File: config.mk
export PLATFORM = sky130hd
export DESIGN_NAME = delayed_transition_task_table
export DESIGN_NICKNAME = d
export VERILOG_FILES = /design/src/rtl/dtt_pkg.sv /design/src/rtl/dtt_front.sv /design/src/rtl/dtt_queue.sv /design/src/rtl/dtt_back.sv /design/src/rtl/delayed_transition_task_table.sv
export SDC_FILE = /design/constraint.sdc
export NUM_CORES = 2
export LEC_CHECK = 0
export BUFFER_PORTS_ARGS = -buffer_cell sky130_fd_sc_hd__buf_2
export CAP_MARGIN = 30
export CORE_MARGIN = 2
export CORE_UTILIZATION = 67
export DETAILED_ROUTE_END_ITERATION = 10
export PLACE_DENSITY = 0.84
export SYNTH_ARGS = -nofsm -noshare
export SYNTH_HDL_FRONTEND = slang
export SYNTH_SLANG_ARGS = --single-unit
File: constraint.sdc
create_clock -name clk -period 24.3 [get_ports clk]
set_input_delay 2.43 -clock clk [delete_from_list [all_inputs] [get_ports clk]]
set_output_delay 2.43 -clock clk [all_outputs]
set_load 0.01 [all_outputs]
File: src/rtl/dtt_pkg.sv
package dtt_pkg;

  // Field widths fixed by the interface.
  localparam int CMD_W       = 3;
  localparam int INDEX_W     = 4;
  localparam int CODE_W      = 8;
  localparam int DELAY_W     = 32;
  localparam int CAP_W       = 5;
  localparam int STATUS_W    = 2;
  localparam int CFG_INDEX_W = 2;
  localparam int CFG_DATA_W  = 8;

  // Depth of the command queue between the front and the executor.
  localparam int QUEUE_DEPTH = 2;

  // Command codes as they arrive on the input beat.
  localparam logic [CMD_W-1:0] CMD_CREATE = 3'd0;
  localparam logic [CMD_W-1:0] CMD_GOTO   = 3'd1;
  localparam logic [CMD_W-1:0] CMD_FORCE  = 3'd2;
  localparam logic [CMD_W-1:0] CMD_DELAY  = 3'd3;
  localparam logic [CMD_W-1:0] CMD_SCAN   = 3'd4;
  localparam logic [CMD_W-1:0] CMD_TICK   = 3'd5;

  // Configuration register indexes.
  localparam logic [CFG_INDEX_W-1:0] CFG_CAPACITY = 2'd0;
  localparam logic [CFG_INDEX_W-1:0] CFG_INVALID  = 2'd1;
  localparam logic [CFG_INDEX_W-1:0] CFG_INIT     = 2'd2;

  // Reset values of the configuration registers.
  localparam logic [CAP_W-1:0]  CAP_RESET     = 5'd16;
  localparam logic [CODE_W-1:0] INVALID_RESET = 8'd255;
  localparam logic [CODE_W-1:0] INIT_RESET    = 8'd0;

  // Result status codes.
  localparam logic [STATUS_W-1:0] STATUS_OK      = 2'd0;
  localparam logic [STATUS_W-1:0] STATUS_FULL    = 2'd1;
  localparam logic [STATUS_W-1:0] STATUS_NO_SLOT = 2'd2;

  // Operation class decided by the front.
  typedef enum logic [2:0] {
    OP_CREATE = 3'd0,
    OP_GOTO   = 3'd1,
    OP_FORCE  = 3'd2,
    OP_DELAY  = 3'd3,
    OP_SCAN   = 3'd4,
    OP_TICK   = 3'd5,
    OP_IGNORE = 3'd6
  } op_t;

  typedef struct packed {
    logic [CMD_W-1:0]   command;
    logic [INDEX_W-1:0] task_index;
    logic [CODE_W-1:0]  state_value;
    logic [DELAY_W-1:0] delay_ms;
  } item_t;

  typedef struct packed {
    logic [INDEX_W-1:0]  slot;
    logic [CODE_W-1:0]   old_state;
    logic [CODE_W-1:0]   pending_state;
    logic                dispatched;
    logic [STATUS_W-1:0] status;
    logic                last;
  } result_t;

  typedef struct packed {
    logic [CAP_W-1:0]  capacity;
    logic [CODE_W-1:0] invalid_code;
    logic [CODE_W-1:0] init_code;
  } cfg_t;

  typedef struct packed {
    op_t                op;
    logic [INDEX_W-1:0] task_index;
    logic [CODE_W-1:0]  state_value;
    logic [DELAY_W-1:0] delay_ms;
  } entry_t;

endpackage

File: src/rtl/dtt_front.sv
module dtt_front (
  input  logic            start,
  input  dtt_pkg::item_t  item,
  input  logic            queue_full,
  output logic            busy,
  output logic            push,
  output dtt_pkg::entry_t entry
);

  // The front takes a beat whenever the queue has room.
  assign busy = queue_full;
  assign push = start && !queue_full;

  // Classify the command; codes with no meaning become a no-op.
  always_comb begin
    entry.task_index  = item.task_index;
    entry.state_value = item.state_value;
    entry.delay_ms    = item.delay_ms;
    case (item.command)
      dtt_pkg::CMD_CREATE: entry.op = dtt_pkg::OP_CREATE;
      dtt_pkg::CMD_GOTO:   entry.op = dtt_pkg::OP_GOTO;
      dtt_pkg::CMD_FORCE:  entry.op = dtt_pkg::OP_FORCE;
      dtt_pkg::CMD_DELAY:  entry.op = dtt_pkg::OP_DELAY;
      dtt_pkg::CMD_SCAN:   entry.op = dtt_pkg::OP_SCAN;
      dtt_pkg::CMD_TICK:   entry.op = dtt_pkg::OP_TICK;
      default:             entry.op = dtt_pkg::OP_IGNORE;
    endcase
  end

endmodule

File: src/rtl/dtt_queue.sv
module dtt_queue (
  input  logic            clk,
  input  logic            rst,
  input  logic            push,
  input  dtt_pkg::entry_t wr_entry,
  input  logic            pop,
  output dtt_pkg::entry_t rd_entry,
  output logic            empty,
  output logic            full
);

  localparam int PTR_W = (dtt_pkg::QUEUE_DEPTH > 1) ? $clog2(dtt_pkg::QUEUE_DEPTH) : 1;
  localparam int CNT_W = $clog2(dtt_pkg::QUEUE_DEPTH + 1);

  dtt_pkg::entry_t  slots [dtt_pkg::QUEUE_DEPTH];
  logic [PTR_W-1:0] head;
  logic [PTR_W-1:0] tail;
  logic [CNT_W-1:0] count;

  assign empty    = (count == '0);
  assign full     = (count == CNT_W'(dtt_pkg::QUEUE_DEPTH));
  assign rd_entry = slots[head];

  // Pointer advance with wrap at the queue depth.
  function automatic logic [PTR_W-1:0] advance(input logic [PTR_W-1:0] ptr);
    if (ptr == PTR_W'(dtt_pkg::QUEUE_DEPTH - 1)) begin
      return '0;
    end
    return ptr + PTR_W'(1);
  endfunction

  // Storage is written at the tail only.
  always_ff @(posedge clk) begin
    if (push) begin
      slots[tail] <= wr_entry;
    end
  end

  // Pointers and fill level.
  always_ff @(posedge clk) begin
    if (rst) begin
      head  <= '0;
      tail  <= '0;
      count <= '0;
    end else begin
      if (push) begin
        tail <= advance(tail);
      end
      if (pop) begin
        head <= advance(head);
      end
      if (push && !pop) begin
        count <= count + CNT_W'(1);
      end else if (pop && !push) begin
        count <= count - CNT_W'(1);
      end
    end
  end

endmodule

File: src/rtl/dtt_back.sv
module dtt_back #(
  parameter int MAX_TASKS  = 16,
  parameter int STATE_BITS = 8
) (
  input  logic             clk,
  input  logic             rst,
  input  dtt_pkg::cfg_t    cfg,
  input  logic             q_empty,
  input  dtt_pkg::entry_t  q_entry,
  output logic             pop,
  output logic             done,
  output dtt_pkg::result_t result
);

  localparam int AW    = (MAX_TASKS > 1) ? $clog2(MAX_TASKS) : 1;
  localparam int CNT_W = $clog2(MAX_TASKS + 1);
  localparam int CMP_W = (CNT_W > dtt_pkg::CAP_W) ? CNT_W : dtt_pkg::CAP_W;
  localparam int DW    = dtt_pkg::DELAY_W;

  typedef enum logic [1:0] {
    BS_IDLE = 2'b01,
    BS_SCAN = 2'b10
  } back_state_t;

  back_state_t state, state_next;

  logic [DW-1:0]    time_now, time_now_next;
  logic [CNT_W-1:0] task_count, task_count_next;
  logic [AW-1:0]    scan_idx, scan_idx_next;

  // Per-slot task memories.
  logic [STATE_BITS-1:0] cur_mem   [MAX_TASKS];
  logic [STATE_BITS-1:0] pend_mem  [MAX_TASKS];
  logic [STATE_BITS-1:0] tgt_mem   [MAX_TASKS];
  logic [DW-1:0]         start_mem [MAX_TASKS];
  logic [DW-1:0]         len_mem   [MAX_TASKS];

  logic [STATE_BITS-1:0] rd_cur, rd_pend, rd_tgt;
  logic [DW-1:0]         rd_start, rd_len;

  logic [AW-1:0]         rd_addr, wr_addr;
  logic                  cur_we, pend_we, tgt_we, delay_we;
  logic [STATE_BITS-1:0] cur_wd, pend_wd, tgt_wd;
  logic [DW-1:0]         start_wd, len_wd;

  logic                  res_valid_next;
  dtt_pkg::result_t      res_next;

  logic [STATE_BITS-1:0] inval, init_code, sv;
  logic [CMP_W-1:0]      cap_ext, limit, count_ext, idx_ext;
  logic                  can_create, slot_ok, is_last, delayed, expired;
  logic [DW-1:0]         elapsed;

  // Operand preparation shared by all commands.
  always_comb begin
    inval      = STATE_BITS'(cfg.invalid_code);
    init_code  = STATE_BITS'(cfg.init_code);
    sv         = STATE_BITS'(q_entry.state_value);
    cap_ext    = CMP_W'(cfg.capacity);
    limit      = (cap_ext < CMP_W'(MAX_TASKS)) ? cap_ext : CMP_W'(MAX_TASKS);
    count_ext  = CMP_W'(task_count);
    idx_ext    = CMP_W'(q_entry.task_index);
    can_create = (count_ext < limit);
    slot_ok    = (idx_ext < count_ext);
    is_last    = ((CMP_W'(scan_idx) + CMP_W'(1)) == count_ext);
    delayed    = (rd_tgt != inval);
    elapsed    = time_now - rd_start;
    expired    = (elapsed >= rd_len);
  end

  // Executor: simple commands complete in the idle state, a scan walks one slot a cycle.
  always_comb begin
    state_next      = state;
    time_now_next   = time_now;
    task_count_next = task_count;
    scan_idx_next   = scan_idx;
    pop             = 1'b0;
    rd_addr         = '0;
    wr_addr         = scan_idx;
    cur_we          = 1'b0;
    pend_we         = 1'b0;
    tgt_we          = 1'b0;
    delay_we        = 1'b0;
    cur_wd          = inval;
    pend_wd         = inval;
    tgt_wd          = inval;
    start_wd        = '0;
    len_wd          = '0;
    res_valid_next  = 1'b0;
    res_next        = '0;
    res_next.status = dtt_pkg::STATUS_OK;
    res_next.last   = 1'b1;

    case (state)
      BS_IDLE: begin
        if (!q_empty) begin
          pop            = 1'b1;
          res_valid_next = 1'b1;
          case (q_entry.op)
            dtt_pkg::OP_CREATE: begin
              if (can_create) begin
                wr_addr         = AW'(task_count);
                cur_we          = 1'b1;
                pend_we         = 1'b1;
                tgt_we          = 1'b1;
                delay_we        = 1'b1;
                pend_wd         = init_code;
                task_count_next = task_count + CNT_W'(1);
                res_next.slot   = dtt_pkg::INDEX_W'(task_count);
              end else begin
                res_next.status = dtt_pkg::STATUS_FULL;
              end
            end
            dtt_pkg::OP_GOTO, dtt_pkg::OP_FORCE, dtt_pkg::OP_DELAY: begin
              wr_addr       = AW'(q_entry.task_index);
              res_next.slot = q_entry.task_index;
              if (!slot_ok) begin
                res_next.status = dtt_pkg::STATUS_NO_SLOT;
              end else if (q_entry.op == dtt_pkg::OP_DELAY) begin
                tgt_we   = 1'b1;
                delay_we = 1'b1;
                tgt_wd   = sv;
                start_wd = time_now;
                len_wd   = q_entry.delay_ms;
              end else begin
                pend_we = 1'b1;
                pend_wd = sv;
                if (q_entry.op == dtt_pkg::OP_FORCE) begin
                  tgt_we   = 1'b1;
                  delay_we = 1'b1;
                end
              end
            end
            dtt_pkg::OP_SCAN: begin
              // An empty table gives no result at all.
              res_valid_next = 1'b0;
              if (task_count != '0) begin
                state_next    = BS_SCAN;
                scan_idx_next = '0;
              end
            end
            dtt_pkg::OP_TICK: begin
              time_now_next = time_now + DW'(1);
            end
            default: begin
            end
          endcase
        end
      end

      BS_SCAN: begin
        // Slot scan_idx has its data ready; the next slot is read meanwhile.
        res_valid_next = 1'b1;
        res_next.slot  = dtt_pkg::INDEX_W'(scan_idx);
        res_next.last  = is_last;
        if (!delayed) begin
          pend_we                = 1'b1;
          cur_we                 = (rd_pend != inval);
          cur_wd                 = rd_pend;
          res_next.old_state     = dtt_pkg::CODE_W'(rd_cur);
          res_next.pending_state = dtt_pkg::CODE_W'(rd_pend);
          res_next.dispatched    = 1'b1;
        end else if (expired) begin
          pend_we  = 1'b1;
          pend_wd  = rd_tgt;
          tgt_we   = 1'b1;
          delay_we = 1'b1;
        end
        if (is_last) begin
          state_next = BS_IDLE;
        end else begin
          rd_addr       = scan_idx + AW'(1);
          scan_idx_next = scan_idx + AW'(1);
        end
      end

      default: begin
        state_next = BS_IDLE;
      end
    endcase
  end

  // Task memories: one write address and one registered read per cycle.
  always_ff @(posedge clk) begin
    if (cur_we) begin
      cur_mem[wr_addr] <= cur_wd;
    end
    if (pend_we) begin
      pend_mem[wr_addr] <= pend_wd;
    end
    if (tgt_we) begin
      tgt_mem[wr_addr] <= tgt_wd;
    end
    if (delay_we) begin
      start_mem[wr_addr] <= start_wd;
      len_mem[wr_addr]   <= len_wd;
    end
    rd_cur   <= cur_mem[rd_addr];
    rd_pend  <= pend_mem[rd_addr];
    rd_tgt   <= tgt_mem[rd_addr];
    rd_start <= start_mem[rd_addr];
    rd_len   <= len_mem[rd_addr];
  end

  // Control state.
  always_ff @(posedge clk) begin
    if (rst) begin
      state      <= BS_IDLE;
      time_now   <= '0;
      task_count <= '0;
      scan_idx   <= '0;
      done       <= 1'b0;
    end else begin
      state      <= state_next;
      time_now   <= time_now_next;
      task_count <= task_count_next;
      scan_idx   <= scan_idx_next;
      done       <= res_valid_next;
    end
  end

  // Result register.
  always_ff @(posedge clk) begin
    result <= res_next;
  end

endmodule

File: src/rtl/delayed_transition_task_table.sv
// Channel      Signals                          Handshake
// command in   item (command, task_index, ...)   start, busy: taken when start && !busy
// config in    cfg_index, cfg_data               cfg_write: taken on every edge it is high
// result out   result (slot, old_state, ...)     done: one cycle per beat, no back-pressure
//
// Create, goto, goto_force, delay, tick and unknown commands are executed in the idle
// state; a command that meets an empty queue is written to the queue, popped by the
// executor and its result beat registered. A scan starts the slot memory read, then
// one slot a cycle, set by the single read port of the task memories.
// A two-entry queue sits behind the command port; busy is high while it is full.
// Synchronous reset empties the queue, clears the time and the task count and
// restores the configuration defaults; the task memories need no clearing.
module delayed_transition_task_table #(
  parameter int MAX_TASKS  = 16,
  parameter int STATE_BITS = 8
) (
  input  logic                                clk,
  input  logic                                rst,
  input  logic                                start,
  output logic                                busy,
  input  dtt_pkg::item_t                      item,
  input  logic                                cfg_write,
  input  logic [dtt_pkg::CFG_INDEX_W-1:0]     cfg_index,
  input  logic [dtt_pkg::CFG_DATA_W-1:0]      cfg_data,
  output logic                                done,
  output dtt_pkg::result_t                    result
);

  dtt_pkg::cfg_t   cfg;
  dtt_pkg::entry_t push_entry;
  dtt_pkg::entry_t head_entry;
  logic            push;
  logic            pop;
  logic            q_empty;
  logic            q_full;

  // Configuration registers.
  always_ff @(posedge clk) begin
    if (rst) begin
      cfg.capacity     <= dtt_pkg::CAP_RESET;
      cfg.invalid_code <= dtt_pkg::INVALID_RESET;
      cfg.init_code    <= dtt_pkg::INIT_RESET;
    end else if (cfg_write) begin
      case (cfg_index)
        dtt_pkg::CFG_CAPACITY: cfg.capacity     <= cfg_data[dtt_pkg::CAP_W-1:0];
        dtt_pkg::CFG_INVALID:  cfg.invalid_code <= cfg_data;
        dtt_pkg::CFG_INIT:     cfg.init_code    <= cfg_data;
        default: begin
        end
      endcase
    end
  end

  dtt_front u_front (
    .start      (start),
    .item       (item),
    .queue_full (q_full),
    .busy       (busy),
    .push       (push),
    .entry      (push_entry)
  );

  dtt_queue u_queue (
    .clk      (clk),
    .rst      (rst),
    .push     (push),
    .wr_entry (push_entry),
    .pop      (pop),
    .rd_entry (head_entry),
    .empty    (q_empty),
    .full     (q_full)
  );

  dtt_back #(
    .MAX_TASKS  (MAX_TASKS),
    .STATE_BITS (STATE_BITS)
  ) u_back (
    .clk     (clk),
    .rst     (rst),
    .cfg     (cfg),
    .q_empty (q_empty),
    .q_entry (head_entry),
    .pop     (pop),
    .done    (done),
    .result  (result)
  );

endmodule

==> results.yml <==
grt:
  antenna_found_initial: 9
  grt_pass1_vias: 41020
  grt_pass1_wl_um: 256700
  grt_max_degree: 74
  grt_usage_pct: 34.32
  gr-total-overflow: 0
setup_path:
  reg2regPathDepth: 22
  end_kind: "flop"
  crit_family: "compound AO/OA/AOI/OAI gates"
  regToRegSetupSlack_ps: 16620
  crit_path_top_delay_cell: "nor2_4"
  timing.rr.end: "u_back.start_mem[5][7]"
  crit_type: "flop to flop"
  r2r_start: "u_back.time_now[0]"
  crit_required_ps: 24690
  critical_path_buf_inv_count: 3
  critPathArrivalTime_ps: 8070
  path_max_fanout: 46
  max_stage_delay_ps: 820
  path_cells: "inv_1 -> ha_1 -> inv_1 -> fa_1 -> a21oi_1 -> o21ai_0 -> a211oi_1 -> o21bai_1 -> a31oi_1 -> o21ai_0 -> o41ai_1 -> xnor2_1 -> ha_1 -> nand4_1 -> nor4bb_1 -> nand2_1 -> o221ai_1 -> o21a_1 -> o21bai_1 -> nand2_1 -> nor2_4 -> buf_4"
  critPathLaunchType: "flop"
clock_tree:
  clk_path_buf_depth: 3
  clkSinkCount: 1684
  cts_tree: "done"
  clk_pin_slew_ps: 60
  htree_levels: 4
  root_buffer: "clkbuf_16"
  cts_resized: 0
  ctsHoldBuffers: 0
  cts_made_buffers: 158
  clkLatencyLatePin_ps: 790
  post_cts_buffers: 0
final_layout:
  ff_latch_area_um2: 48750
  multi_input_area_um2: 16460
  final_area_um2: 73620
  n_fill_cell: 5424
  fin_nets: 4749
  syn2layout_area_growth_pct: 11.07
  drive_above_1_share_pct: 13.08
yosys:
  yosysTopAreaCellShare_pct: 68.05
  synth.largest_area_cell: "edfxtp_1"
  ys_types: 78
  synth_commonest_cells: "edfxtp_1 (1502), nor2_1 (447), o21ai_0 (265)"
  synth_edf_count: 1502
  synthFlopType: "edfxtp_1"
  ys_warn_count: 0
  synth-seq-cells: 1684
  synthCells: 4511
  avgSynthCellArea_um2: 14.69
  synth_seq_area_share_pct: 73.54
  synth.most_common_cell: "edfxtp_1"
  synth.cell_area_um2: 66280
  ys_top_cells_by_area: "edfxtp_1 (68%), dfxtp_1 (5.5%), mux2i_1 (3.4%)"
  synth_nets: 4650
  async_flop_share_pct: 0
hold_path:
  min_from: "u_back.rd_cur[0]"
  hp-class: "flop to flop"
  min_to: "u_back.result[12]"
  holdPathStages: 1
timing:
  finalClockSkew_ps: 50.00
  finalSetupViolCount: 0
  slew_viol_final: 0
  relSlewSlack_pct: 24.69
  period_share_pct: 31.61
  grt_setup_unrepaired: "false"
  max_freq_ghz: 0.1302
  fin_setup_tns_ps: 0
  finalCriticalPeriod_ps: 7681
  hold_slack_ps: 432.0
  timing.final.hold_violations: 0
  tightestPinTransition_ps: 1123
detailed_routing:
  routedWlPerCell_um: 28.99
  initialDrtViolationCount: 6581
  vias: 41540
  drc: 0
  final_antenna_net_count: 0
  wirelength_um: 175000
  viasPerCell: 6.882
  dr.pass1.iters: 6
place:
  place_congestion: 0.9184
  placed_cell_area_um2: 68420
  hpwl_um: 100600
  portBuffers: 86
floorplanning:
  start_util_pct: 67.45
  die_area_um2: 101500
  pin_count: 87
  die_w_um: 318.5
  row_count: 115
  core-area_um2: 98280
  dieHeight_um: 318.5
job:
  max_cap_violations: 0
power:
  power_density_nw_per_um2: 87.97
  cellLeakagePower_nw: 22.48
  ir_drop_mv: 0.08951
run_status:
  outcome: "finished clean"
-- power by group --
group	leakage (nW)	internal [mW]	switching, mW
Clock	2.48	1.36	1.06
Combinational	6.56	0.209	0.509
Sequential	13.4	3.30	0.0410
Total	22.5	4.87	1.61
-- per-stage QoR --
stage | util [%] | worst slack (ps) | power [mW] | cells
2_1_floorplan | - | 16530 | 3.806 | 4511
3_3_place_gp | 69.36 | 16890 | 4.042 | 5709
3_5_place_dp | 69.62 | 16840 | 4.073 | 5726
4_1_cts | 74.80 | 16820 | 6.450 | 6023
5_1_grt | 74.92 | 16300 | 6.631 | 6037
6_report | 74.92 | 16620 | 6.477 | 6037
-- layout make-up --
| type | instances | area share, % |
|---|---|---|
| flip-flops and latches | 1684 | 66.22 |
| multi-input cells | 2483 | 22.35 |
| clock buffers | 223 | 6.067 |
| well taps | 1287 | 2.187 |
| repair buffers | 188 | 1.818 |
| clock inverters | 74 | 0.8548 |
| inverters | 95 | 0.4877 |
| diodes | 3 | 0.01020 |
-- registers in the layout, summed over array words and instances, names as in the netlist, 8 cells and up, named ones only --
name / count
u_back.result: 24
u_back.pend_mem: 128
u_back.rd_len: 32
u_back.cur_mem: 128
u_back.time_now: 32
u_back.len_mem: 512
cfg: 21
u_back.rd_cur: 8
u_queue.slots: 94
u_back.rd_pend: 8
u_back.start_mem: 512
u_back.rd_tgt: 8
u_back.rd_start: 32
u_back.tgt_mem: 128
-- layout by cell type (no fill, tap or decap), types with 91 or more instances in the layout --
cell	n
o211ai_1	98
mux2i_1	225
buf_4	91
clkbuf_16	165
nand2_1	191
nor3_1	91
a21oi_1	186
o21ai_0	265
inv_1	93
dfxtp_1	180
edfxtp_1	1502
o22ai_1	169
a22oi_1	101
nor2_1	429
mux2_2	148
-- worst max path at each step --
stage / cells past startpoint / slack (ps) / startpoint / end
floorplan: 22 / 16530 / u_back.time_now[0] / u_back.len_mem[3][0]
global placement: 22 / 16890 / u_back.time_now[0] / u_back.len_mem[2][20]
detailed placement: 22 / 16840 / u_back.time_now[0] / u_back.len_mem[5][5]
CTS: 22 / 16820 / u_back.time_now[0] / u_back.len_mem[5][22]
global route: 22 / 16300 / u_back.time_now[0] / u_back.start_mem[5][7]
finish: 22 / 16620 / u_back.time_now[0] / u_back.start_mem[5][7]
-- cells by family (layout without fill, tap and decap cells) --
kind of cell / after synthesis / in the layout / synth area share [%]
other: 0 / 3 / 0
adders and majority gates: 79 / 79 / 1.499
and+or+nand+nor: 925 / 925 / 6.209
DFF: 1684 / 1684 / 73.54
AOI/OAI and AO/OA: 1021 / 1021 / 9.657
muxes: 373 / 373 / 5.912
buffers and inverters: 344 / 580 / 2.058
xor gates and xnor gates: 85 / 85 / 1.123
-- metal layers --
| layer | GRT usage (%) | vias to the layer above | wire length, um |
|---|---|---|---|
| met3 | 8.128 | 532 | 23410 |
| met1 | 46.42 | 20230 | 62100 |
| met5 | 0 | - | 16 |
| met4 | 14.46 | 4 | 7602 |
| li1 | - | 17450 | - |
| met2 | 54.17 | 3322 | 81860 |
Power figures use the tool's default switching activity.
